===== config.mk =====
export PLATFORM = sky130hd
export DESIGN_NAME = aging_score_thread_scheduler
export DESIGN_NICKNAME = d
export VERILOG_FILES = /design/src/rtl/asts_pkg.sv /design/src/rtl/asts_age_unit.sv /design/src/rtl/aging_score_thread_scheduler.sv
export SDC_FILE = /design/constraint.sdc
export NUM_CORES = 1
export LEC_CHECK = 0
export BUFFER_PORTS_ARGS = -buffer_cell sky130_fd_sc_hd__buf_2
export CORE_ASPECT_RATIO = 0.8
export CORE_UTILIZATION = 50
export CTS_BUF_LIST = sky130_fd_sc_hd__clkbuf_16
export CTS_CLUSTER_SIZE = 12
export DETAILED_ROUTE_END_ITERATION = 10
export PLACE_DENSITY = 0.65
export SYNTH_ARGS = -nofsm -noshare
export SYNTH_HDL_FRONTEND = slang
export SYNTH_SLANG_ARGS = --single-unit
export TNS_END_PERCENT = 20

===== constraint.sdc =====
create_clock -name i_clk -period 8.2 [get_ports i_clk]
set_input_delay 0.82 -clock i_clk [delete_from_list [all_inputs] [get_ports i_clk]]
set_output_delay 0.82 -clock i_clk [all_outputs]
set_load 0.02 [all_outputs]

===== src/rtl/asts_pkg.sv =====
// Package for the aging score thread scheduler: slot table sizes, field widths,
// operation codes and the result type of the aging unit.
// No dependencies; used by asts_age_unit and aging_score_thread_scheduler.
package asts_pkg;

    localparam int SLOTS      = 16;
    localparam int FIRST_SLOT = 2;

    localparam int IDX_W   = $clog2(SLOTS);
    localparam int CNT_W   = $clog2(SLOTS + 1);
    localparam int PRIO_W  = 16;
    localparam int SCORE_W = 32;
    localparam int ID_W    = 4;
    localparam int OP_W    = 2;

    localparam logic [SCORE_W-1:0] SCORE_MAX = '1;

    typedef enum logic [OP_W-1:0] {
        OP_CREATE   = 2'd0,
        OP_DESTROY  = 2'd1,
        OP_SCHEDULE = 2'd2
    } t_op;

    typedef struct packed {
        logic [SCORE_W-1:0] score;   // aged score, saturated
        logic               better;  // old score beats the best so far
    } t_age_res;

endpackage


===== src/rtl/asts_age_unit.sv =====
// Aging step for one slot: saturating add of priority to score and the
// strict compare against the best score of the current scan.
// Depends on asts_pkg.
module asts_age_unit (
    input  logic [asts_pkg::SCORE_W-1:0] i_score,
    input  logic [asts_pkg::PRIO_W-1:0]  i_prio,
    input  logic [asts_pkg::SCORE_W-1:0] i_best,
    output asts_pkg::t_age_res           o_res
);

    logic [asts_pkg::SCORE_W:0] sum;

    always_comb begin
        sum = {1'b0, i_score} + (asts_pkg::SCORE_W + 1)'(i_prio);
        // clamp at the top of the range on carry out
        o_res.score  = sum[asts_pkg::SCORE_W] ? asts_pkg::SCORE_MAX
                                              : sum[asts_pkg::SCORE_W-1:0];
        o_res.better = (i_score > i_best);
    end

endmodule


===== src/rtl/aging_score_thread_scheduler.sv =====
// Aging score thread scheduler: slot table with create, destroy and schedule.
// Depends on asts_pkg and asts_age_unit.
//
// Input channel s_axis: one transaction per command. tuser carries the
// operation (create, destroy, schedule), tdata the priority, privileged mark
// and slot id. Output channel m_axis: exactly one result transaction per
// command; tuser is the fail flag, tdata the chosen id and privileged mark.
// Priorities and scores live in one memory of SLOTS entries with a registered
// read; occupancy and privileged marks are flip-flops.
// Create and destroy go through the command state, then the done state loads the result.
// Schedule walks the memory one slot per cycle, from FIRST_SLOT upward,
// reading, aging and writing back each occupied slot, then clears the winner's
// score in the clear state; when nothing wins, the clear state is skipped.
// One command is processed at a time; s_axis_tready is high while idle,
// including while an earlier result still waits on m_axis.
// Reset (synchronous, active low) frees every slot and drops any pending
// result; no clearing pass is needed, since create writes the score first.
// A stalled receiver holds the result register; a finished command then
// waits before loading it, and no new command is taken meanwhile.
module aging_score_thread_scheduler (
    input  logic        i_clk,
    input  logic        i_rst_n,
    input  logic        s_axis_tvalid,
    output logic        s_axis_tready,
    input  logic [23:0] s_axis_tdata,  // prio[15:0], privileged[16], slot_id[20:17], zero
    input  logic [1:0]  s_axis_tuser,  // op[1:0]
    output logic        m_axis_tvalid,
    input  logic        m_axis_tready,
    output logic [7:0]  m_axis_tdata,  // chosen_id[3:0], chosen_privileged[4], zero
    output logic        m_axis_tuser   // status[0]
);

    localparam int IDX_W   = asts_pkg::IDX_W;
    localparam int CNT_W   = asts_pkg::CNT_W;
    localparam int PRIO_W  = asts_pkg::PRIO_W;
    localparam int SCORE_W = asts_pkg::SCORE_W;
    localparam int ID_W    = asts_pkg::ID_W;
    localparam int SLOTS   = asts_pkg::SLOTS;
    localparam int FIRST   = asts_pkg::FIRST_SLOT;
    localparam int MEM_W   = PRIO_W + SCORE_W;
    localparam logic [SLOTS-1:0] LOW_MASK = SLOTS'((1 << FIRST) - 1);

    typedef enum logic [4:0] {
        ST_IDLE  = 5'b00001,
        ST_CMD   = 5'b00010,
        ST_SCAN  = 5'b00100,
        ST_CLEAR = 5'b01000,
        ST_DONE  = 5'b10000
    } t_state;

    t_state               r_state, n_state;
    asts_pkg::t_op        r_op, n_op;
    logic [PRIO_W-1:0]    r_prio, n_prio;
    logic                 r_priv_in, n_priv_in;
    logic [ID_W-1:0]      r_sid, n_sid;
    logic [SLOTS-1:0]     r_used, n_used;
    logic [SLOTS-1:0]     r_priv, n_priv;
    logic [CNT_W-1:0]     r_idx, n_idx;
    logic                 r_rd_vld, n_rd_vld;
    logic [IDX_W-1:0]     r_rd_idx, n_rd_idx;
    logic [SCORE_W-1:0]   r_best_score, n_best_score;
    logic [IDX_W-1:0]     r_best_id, n_best_id;
    logic [PRIO_W-1:0]    r_best_prio, n_best_prio;
    logic                 r_found, n_found;
    logic                 r_res_status, n_res_status;
    logic [ID_W-1:0]      r_res_id, n_res_id;
    logic                 r_res_priv, n_res_priv;
    logic                 r_out_valid, n_out_valid;
    logic                 r_out_status, n_out_status;
    logic [ID_W-1:0]      r_out_id, n_out_id;
    logic                 r_out_priv, n_out_priv;

    logic [MEM_W-1:0]     mem [SLOTS];
    logic [MEM_W-1:0]     r_mem_q;
    logic                 mem_we;
    logic [IDX_W-1:0]     mem_waddr;
    logic [MEM_W-1:0]     mem_wdata;
    logic [IDX_W-1:0]     mem_raddr;

    logic [PRIO_W-1:0]    q_prio;
    logic [SCORE_W-1:0]   q_score;
    asts_pkg::t_age_res   age;

    logic                 free_hit;
    logic [IDX_W-1:0]     free_idx;
    logic [IDX_W-1:0]     sid_idx;
    logic                 sid_ok;

    assign q_prio  = r_mem_q[MEM_W-1:SCORE_W];
    assign q_score = r_mem_q[SCORE_W-1:0];

    asts_age_unit u_age (
        .i_score (q_score),
        .i_prio  (q_prio),
        .i_best  (r_best_score),
        .o_res   (age)
    );

    assign mem_raddr = r_idx[IDX_W-1:0];

    always_ff @(posedge i_clk) begin
        if (mem_we) begin
            mem[mem_waddr] <= mem_wdata;
        end
        r_mem_q <= mem[mem_raddr];
    end

    // lowest free slot at or above FIRST_SLOT
    always_comb begin
        free_hit = 1'b0;
        free_idx = '0;
        for (int i = SLOTS - 1; i >= FIRST; i--) begin
            if (!r_used[i]) begin
                free_hit = 1'b1;
                free_idx = IDX_W'(i);
            end
        end
    end

    assign sid_idx = IDX_W'(r_sid);
    assign sid_ok  = (32'(r_sid) < 32'(SLOTS)) && r_used[sid_idx];

    always_comb begin
        n_state      = r_state;
        n_op         = r_op;
        n_prio       = r_prio;
        n_priv_in    = r_priv_in;
        n_sid        = r_sid;
        n_used       = r_used;
        n_priv       = r_priv;
        n_idx        = r_idx;
        n_rd_vld     = r_rd_vld;
        n_rd_idx     = r_rd_idx;
        n_best_score = r_best_score;
        n_best_id    = r_best_id;
        n_best_prio  = r_best_prio;
        n_found      = r_found;
        n_res_status = r_res_status;
        n_res_id     = r_res_id;
        n_res_priv   = r_res_priv;
        n_out_valid  = r_out_valid && !m_axis_tready;
        n_out_status = r_out_status;
        n_out_id     = r_out_id;
        n_out_priv   = r_out_priv;
        mem_we       = 1'b0;
        mem_waddr    = '0;
        mem_wdata    = '0;

        unique case (r_state)
            ST_IDLE: begin
                if (s_axis_tvalid) begin
                    n_op      = asts_pkg::t_op'(s_axis_tuser);
                    n_prio    = s_axis_tdata[15:0];
                    n_priv_in = s_axis_tdata[16];
                    n_sid     = s_axis_tdata[20:17];
                    n_state   = ST_CMD;
                end
            end
            ST_CMD: begin
                n_res_status = 1'b1;
                n_res_id     = '0;
                n_res_priv   = 1'b0;
                n_state      = ST_DONE;
                unique case (r_op)
                    asts_pkg::OP_CREATE: begin
                        if (free_hit) begin
                            n_used[free_idx] = 1'b1;
                            n_priv[free_idx] = r_priv_in;
                            mem_we           = 1'b1;
                            mem_waddr        = free_idx;
                            mem_wdata        = {r_prio, {SCORE_W{1'b0}}};
                            n_res_status     = 1'b0;
                            n_res_id         = ID_W'(free_idx);
                            n_res_priv       = r_priv_in;
                        end
                    end
                    asts_pkg::OP_DESTROY: begin
                        if (sid_ok) begin
                            n_used[sid_idx] = 1'b0;
                            n_priv[sid_idx] = 1'b0;
                            n_res_status    = 1'b0;
                        end
                    end
                    asts_pkg::OP_SCHEDULE: begin
                        n_idx        = CNT_W'(FIRST);
                        n_rd_vld     = 1'b0;
                        n_best_score = '0;
                        n_found      = 1'b0;
                        n_state      = ST_SCAN;
                    end
                    default: begin
                    end
                endcase
            end
            ST_SCAN: begin
                // issue stage: read one slot per cycle
                if (32'(r_idx) < 32'(SLOTS)) begin
                    n_rd_vld = 1'b1;
                    n_rd_idx = r_idx[IDX_W-1:0];
                    n_idx    = r_idx + 1'b1;
                end else begin
                    n_rd_vld = 1'b0;
                end
                // update stage: age the slot read last cycle and write it back
                if (r_rd_vld && r_used[r_rd_idx]) begin
                    mem_we    = 1'b1;
                    mem_waddr = r_rd_idx;
                    mem_wdata = {q_prio, age.score};
                    if (age.better) begin
                        n_best_score = q_score;
                        n_best_id    = r_rd_idx;
                        n_best_prio  = q_prio;
                        n_found      = 1'b1;
                    end
                end
                if ((32'(r_idx) == 32'(SLOTS)) && !r_rd_vld) begin
                    if (r_found) begin
                        n_state = ST_CLEAR;
                    end else begin
                        n_res_status = 1'b1;
                        n_res_id     = '0;
                        n_res_priv   = 1'b0;
                        n_state      = ST_DONE;
                    end
                end
            end
            ST_CLEAR: begin
                mem_we       = 1'b1;
                mem_waddr    = r_best_id;
                mem_wdata    = {r_best_prio, {SCORE_W{1'b0}}};
                n_res_status = 1'b0;
                n_res_id     = ID_W'(r_best_id);
                n_res_priv   = r_priv[r_best_id];
                n_state      = ST_DONE;
            end
            ST_DONE: begin
                // hold the result until the output register is free
                if (!r_out_valid || m_axis_tready) begin
                    n_out_valid  = 1'b1;
                    n_out_status = r_res_status;
                    n_out_id     = r_res_id;
                    n_out_priv   = r_res_priv;
                    n_state      = ST_IDLE;
                end
            end
            default: begin
                n_state = ST_IDLE;
            end
        endcase
    end

    always_ff @(posedge i_clk) begin
        if (!i_rst_n) begin
            r_state     <= ST_IDLE;
            r_used      <= '0;
            r_priv      <= '0;
            r_rd_vld    <= 1'b0;
            r_found     <= 1'b0;
            r_out_valid <= 1'b0;
        end else begin
            r_state     <= n_state;
            r_used      <= n_used;
            r_priv      <= n_priv;
            r_rd_vld    <= n_rd_vld;
            r_found     <= n_found;
            r_out_valid <= n_out_valid;
        end
    end

    always_ff @(posedge i_clk) begin
        r_op         <= n_op;
        r_prio       <= n_prio;
        r_priv_in    <= n_priv_in;
        r_sid        <= n_sid;
        r_idx        <= n_idx;
        r_rd_idx     <= n_rd_idx;
        r_best_score <= n_best_score;
        r_best_id    <= n_best_id;
        r_best_prio  <= n_best_prio;
        r_res_status <= n_res_status;
        r_res_id     <= n_res_id;
        r_res_priv   <= n_res_priv;
        r_out_status <= n_out_status;
        r_out_id     <= n_out_id;
        r_out_priv   <= n_out_priv;
    end

    assign s_axis_tready = (r_state == ST_IDLE);
    assign m_axis_tvalid = r_out_valid;
    assign m_axis_tuser  = r_out_status;
    assign m_axis_tdata  = {3'b000, r_out_priv, r_out_id};

`ifndef NO_ASSERTIONS
    a_idle_no_read: assert property (@(posedge i_clk) disable iff (!i_rst_n)
        s_axis_tready |-> !r_rd_vld)
        else $error("scan read still in flight while idle");

    a_low_slots_unused: assert property (@(posedge i_clk) disable iff (!i_rst_n)
        (r_used & LOW_MASK) == '0)
        else $error("slot below the first usable slot is occupied");

    a_clear_winner: assert property (@(posedge i_clk) disable iff (!i_rst_n)
        (r_state == ST_CLEAR) |-> (r_found && r_used[r_best_id]))
        else $error("clearing a winner that is not an occupied slot");

    a_scan_enters: assert property (@(posedge i_clk) disable iff (!i_rst_n)
        $rose(r_state == ST_SCAN) |-> $past(r_state == ST_CMD && r_op == asts_pkg::OP_SCHEDULE))
        else $error("scan started without a schedule command");
`endif

endmodule

# Word-level counts from Yosys, hierarchy flattened
# Memory sizes are Yosys's and may differ from the RTL's. A register that Yosys moved wholly into a read port is not among the register bits.
# Index checks and enable logic that the tools add are counted.
[word_totals] ramBits=768 reg_bits=136 output_inout_bits=11 mem_count=1
[mem_list] name="mem" words=16 word_bits=48 rd=1 rd_ports_with_merged_regs=1 wr=1 line="aging_score_thread_scheduler.sv:73" rtl="logic [MEM_W-1:0] mem [SLOTS];"
[classes] eq_ne=18 add_sub_neg=2 n_reduce_logical=23 n_lt_le_gt_ge=8 bitwise_logic=4 mux=95
[ops] operator="two-way mux 48 bit" n=3
[ops] operator="one-hot mux 48 bit (3 select lines)" n=1
[ops] operator="two-way mux 32 bit" n=4
[ops] operator="two-way mux 4 bit" n=19
[ops] operator="two-way mux 16 bit" n=4
[ops] operator="one-hot mux 16 bit (2 select lines)" n=2
[ops] operator="one-hot mux 32 bit (2 select lines)" n=1
[ops] operator="two-way mux 1 bit" n=38
[ops] operator="two-way mux 5 bit" n=7
[ops] operator="adder 32 x 16 -> 33 bit" n=1
[ops] operator="AND 16 bit" n=2
[ops] operator="> comparator 32 bit" n=1
[ops] operator="one-hot mux 5 bit (5 select lines)" n=1
[ops] operator="one-hot mux 4 bit (3 select lines)" n=2
[ops] operator="less-than comparator 4 x 5 -> 1 bit, second input constant" n=4
[ops] operator="inequality test 2 bit, second input constant" n=9
[ops] operator="bitwise mux 16 bit" n=1
[ops] operator="NOT 16 bit" n=1
[ops] operator="OR 16 bit" n=1
[ops] operator="binary-select mux 1 bit (select 4 bit)" n=3
[ops] operator="AND reduction 3 bit" n=4
[ops] operator="equality test 5 bit, second input constant" n=2
[ops] operator="one-hot mux 5 bit (2 select lines)" n=1
[ops] operator="one-hot mux 1 bit (3 select lines)" n=3
[ops] operator="other kinds (20)" n=35

# Depth between registers and ports, before layout
[logic_depth] ltp_word=21 mapped_depth=11

# Hierarchy
# Synthesis repeated with hierarchy kept, for this count alone.
[hier_totals] hier_cells=2048 hier_area_um2=38750.9
[modules_own_cells] module="aging_score_thread_scheduler" seq_area_each_um2=27706.6 area_per_inst_um2=36520.0 cells_each=1726 n_inst=1
[modules_own_cells] module="asts_age_unit" seq_area_each_um2=0.0 area_per_inst_um2=2230.9 cells_each=322 n_inst=1

# Worst setup path before layout
# Ideal clock, no wire load.
[synth_path] kind="register to register" startpoint="reg r_rd_idx[0]" endpoint="mem mem[0][0] (netlist name), enable pin" setup_slack_ns=3.584 arrival_ns=4.162 path_stages_with_launch=9 required_ns=7.746 path_cell_list="edfxtp_1 -> buf_2 -> mux4_2 -> mux2i_1 -> o22ai_1 -> buf_2 -> a222oi_1 -> nand2_1 -> nor2_1"
[synth_between] elab_chain_cells=7 word_cells_on_any_way=9 cone_classes="mux (8); reduce/logical (1)"
[synth_rtl] item="start: declaration" line="aging_score_thread_scheduler.sv:60" rtl="logic [IDX_W-1:0] r_rd_idx, n_rd_idx;"
[synth_rtl] item="start signal: assignment" line="aging_score_thread_scheduler.sv:276" rtl="r_rd_idx <= n_rd_idx;"
[synth_rtl] item="binary-select mux 1 bit (select 4 bit)" line="aging_score_thread_scheduler.sv:205" rtl="if (r_rd_vld && r_used[r_rd_idx]) begin"
[synth_rtl] item="two-way mux 1 bit (not written as such)" line="aging_score_thread_scheduler.sv:205"
[synth_rtl] item="logical AND 1 bit" line="aging_score_thread_scheduler.sv:205"
[synth_rtl] item="two-way mux 1 bit" line="aging_score_thread_scheduler.sv:205"
[synth_rtl] item="one-hot mux 1 bit (3 select lines)" line="aging_score_thread_scheduler.sv:149" rtl="unique case (r_state)"
[synth_rtl] item="two-way mux 1 bit" line="aging_score_thread_scheduler.sv:102" rtl="if (mem_we) begin"
[synth_rtl] item="two-way mux 1 bit (not written as such)" line="aging_score_thread_scheduler.sv:103" rtl="mem[mem_waddr] <= mem_wdata;"
[synth_rtl] item="end: declaration" line="aging_score_thread_scheduler.sv:73"
# Parallel ways exist; a longest one is shown, timed or not. The select of a mux whose other input is x is not followed.

# Worst setup path in the final report
[layout_path] startpoint="reg r_rd_idx[0]" endpoint="mem mem[10][29] (netlist name), enable pin"
# The elaborated chain is that of the path after synthesis.

==> metrics.cfg <==
[clocking]
h-tree-depth = 3
cts_tree = built
clock_latency_ps = 670
cts_sinks = 952
cts_buffers = 94
cts_resized = 0
clockRootBuffer = clkbuf_16
clk_pin_slew_worst_paths_ps = 60
clockBufferDepth = 3
cts_hold_buf = 0
cts_setup_buffers = 0

[die]
die_w_um = 311.8
fp.coreArea_um2 = 75670
die_h_um = 249.8
dieArea_um2 = 77890
row_count = 90
io_pins = 41
start_util = 0.5072

[power_and_ir_drop]
swShare = 0.1970
p_switching_mw = 1.823
internal-power_mw = 7.430
combPwrFrac = 0.009
clkPwrFrac = 0.424
p_leak_nw = 13.70
pwr_density_cell_nw_per_um2 = 216.7
pwr-share-seq = 0.567
peakVddDrop_v = 0.0001895

[detailed_routing]
drc = 0
drt-pass1-iter-count = 6
drtIter0Drc = 2116
totalWireLength_mm = 88.69
final_antenna_net_count = 0
vias_per_cell = 6.236
vias = 20590
post_drt_wl_per_cell_um = 26.87

[placement]
portBuffers = 34
hpwl_mm = 49.81
globalplace.congestion = 0.8840
dp.cells = 3130

[synthesis]
postSynthCellCount = 2150
ys_ff_latch = 952
yosys.area.top_type = edfxtp_1
async_reset_ff_frac = 0
yosysTopAreaCellShare = 0.6759
netlist_area_um2 = 38380
ys_seq_area_frac = 0.7218
synthTopCellsByArea = edfxtp_1, mux4_2, dfxtp_1
yosys_warnings = 0
synthTopCellsByCount = edfxtp_1, mux4_2, dfxtp_1, a21oi_1, nand2_1
synth_cell_types = 74
synthMostInstantiatedCell = edfxtp_1
synth_edf_count = 864
syn_avg_cell_area_um2 = 17.85
yosys_most_used_dff = edfxtp_1

[global_route]
grt_pass1_vias = 20810
antenna_found_initial = 0
grt_pass1_wl_mm = 132.6
grt_usage = 0.2304
grt_max_degree = 124
grt-ovfl-total = 0

[timing]
fin_crit_sh = 0.6473
skew_ps = 20.01
holdWs_ps = 339.2
slew_headroom = 0.09473
setup_viol = 0
maxSlewViolCount = 0
worstMarginPinSlew_ps = 1355
report.final.hold_viol_count = 0
finalCriticalPeriod_ps = 5308
rsz0062_at_grt = false
setup_tns_ps = 0
fmax_ghz = 0.1884

[critical_path]
worst-setup-path-type = reg -> reg
cp_max_fo = 25
end_kind = flip-flop
reg2reg_slack_ps = 2890
crit_arrival_ps = 5600
rr_worst_depth = 8
critPathLaunchType = flip-flop
critPathRequiredTime_ps = 8490

[min_path]
min_path_cells = 1
hold_class = in -> reg

[final_layout]
multi_input_area_um2 = 10100
regArea_um2 = 27710
diodes = 0
final_nets = 2295
area_growth_pct = 11.26
drive_gt1_frac = 0.1922
fillers = 5754
instances_no_fill = 3301

[flow_run]
max-cap-violations = 0

[outcome]
status = finished clean

==> registers in the layout (all words and copies together), names as in the netlist, 2 cells and up <==
| signal | flops |
|---|---|
| r_used | 16 |
| r_best_id | 4 |
| r_sid | 4 |
| r_best_prio | 16 |
| r_out_id | 4 |
| mem | 768 |
| r_res_id | 4 |
| r_best_score | 32 |
| r_op | 2 |
| r_priv | 16 |
| r_prio | 16 |
| r_mem_q | 48 |
| r_rd_idx | 4 |
| r_idx | 5 |
| r_state | 5 |
==> per-layer routing <==
metal	vias up	global-route usage	wire length, um
li1	8859	-	-
met1	10840	0.3448	39420
met2	760	0.3579	41560
met3	124	0.03199	6009
met4	0	0.06064	1696
met5	-	0	0
==> cell usage in the layout, fill, tap and decap left out, types with 23 or more instances in the layout <==
cell type,Yosys,layout
nand2_1,79,79
o21ai_0,65,65
buf_2,22,34
nor2_1,72,55
a21oi_1,82,80
ha_1,50,50
edfxtp_1,864,864
mux4_2,190,190
a22oi_1,23,23
clkbuf_16,0,94
inv_1,64,116
mux2i_1,72,72
and3_1,40,40
buf_4,4,51
dfxtp_1,88,88
==> power groups by stage <==
stage / Clock [mW] / Combinational, mW / Sequential [mW]
floorplan: 0 / 0.0573 / 5.34
global placement: 0 / 0.0807 / 5.35
detailed placement: 0 / 0.0825 / 5.35
CTS: 4.00 / 0.0829 / 5.25
global route: 4.18 / 0.0895 / 5.24
finish: 3.92 / 0.0831 / 5.25
==> final timing paths <==
check / startpoint / endpoint
worst min register to register: r_res_id[2] / r_out_id[2]
worst max register to register: r_rd_idx[0] / mem[10][29]
worst max-delay path: r_rd_idx[0] / mem[10][29]
worst min-delay path: s_axis_tdata[19] / r_sid[2]
==> per-stage QoR <==
step           utilization  total power, mW  area, um2  setup WS (ps)
2_1_floorplan            -            5.396      38390           3584
3_3_place_gp        0.5273            5.429      39900           3064
3_5_place_dp        0.5273            5.430      39900           2854
4_1_cts             0.5643            9.325      42700           2856
5_1_grt             0.5643            9.514      42700           2609
6_report            0.5643            9.253      42700           2892
==> cell families (layout without fill, tap and decap cells) <==
group | after synthesis | count (layout) | share of synthesized area
flops | 952 | 952 | 0.7218
compound gates | 343 | 343 | 0.06053
simple gates | 325 | 325 | 0.04300
mux | 276 | 276 | 0.1344
buf+inv | 186 | 323 | 0.01972
fa+ha+maj | 51 | 51 | 0.01682
xor+xnor | 16 | 16 | 0.003651
other cells | 1 | 3 | 0.00009770
==> cell type report <==
cell class | count | area share
inverters | 65 | 0.005713
clock buffers | 94 | 0.05508
flip-flops and latches | 952 | 0.6488
clock inverters | 77 | 0.01043
multi-input cells | 1014 | 0.2364
well taps | 1012 | 0.02965
repair buffers | 87 | 0.01389
==> critical path, stage by stage, from the launching register on <==
cell      delay (ps)
edfxtp_1         570
mux4_2           560
mux2i_1          380
o22ai_2          380
buf_4            300
a222oi_1         610
nand2_1          410
nor2_4          1030
buf_4            640
No activity file was read; power rests on OpenSTA's default activity.
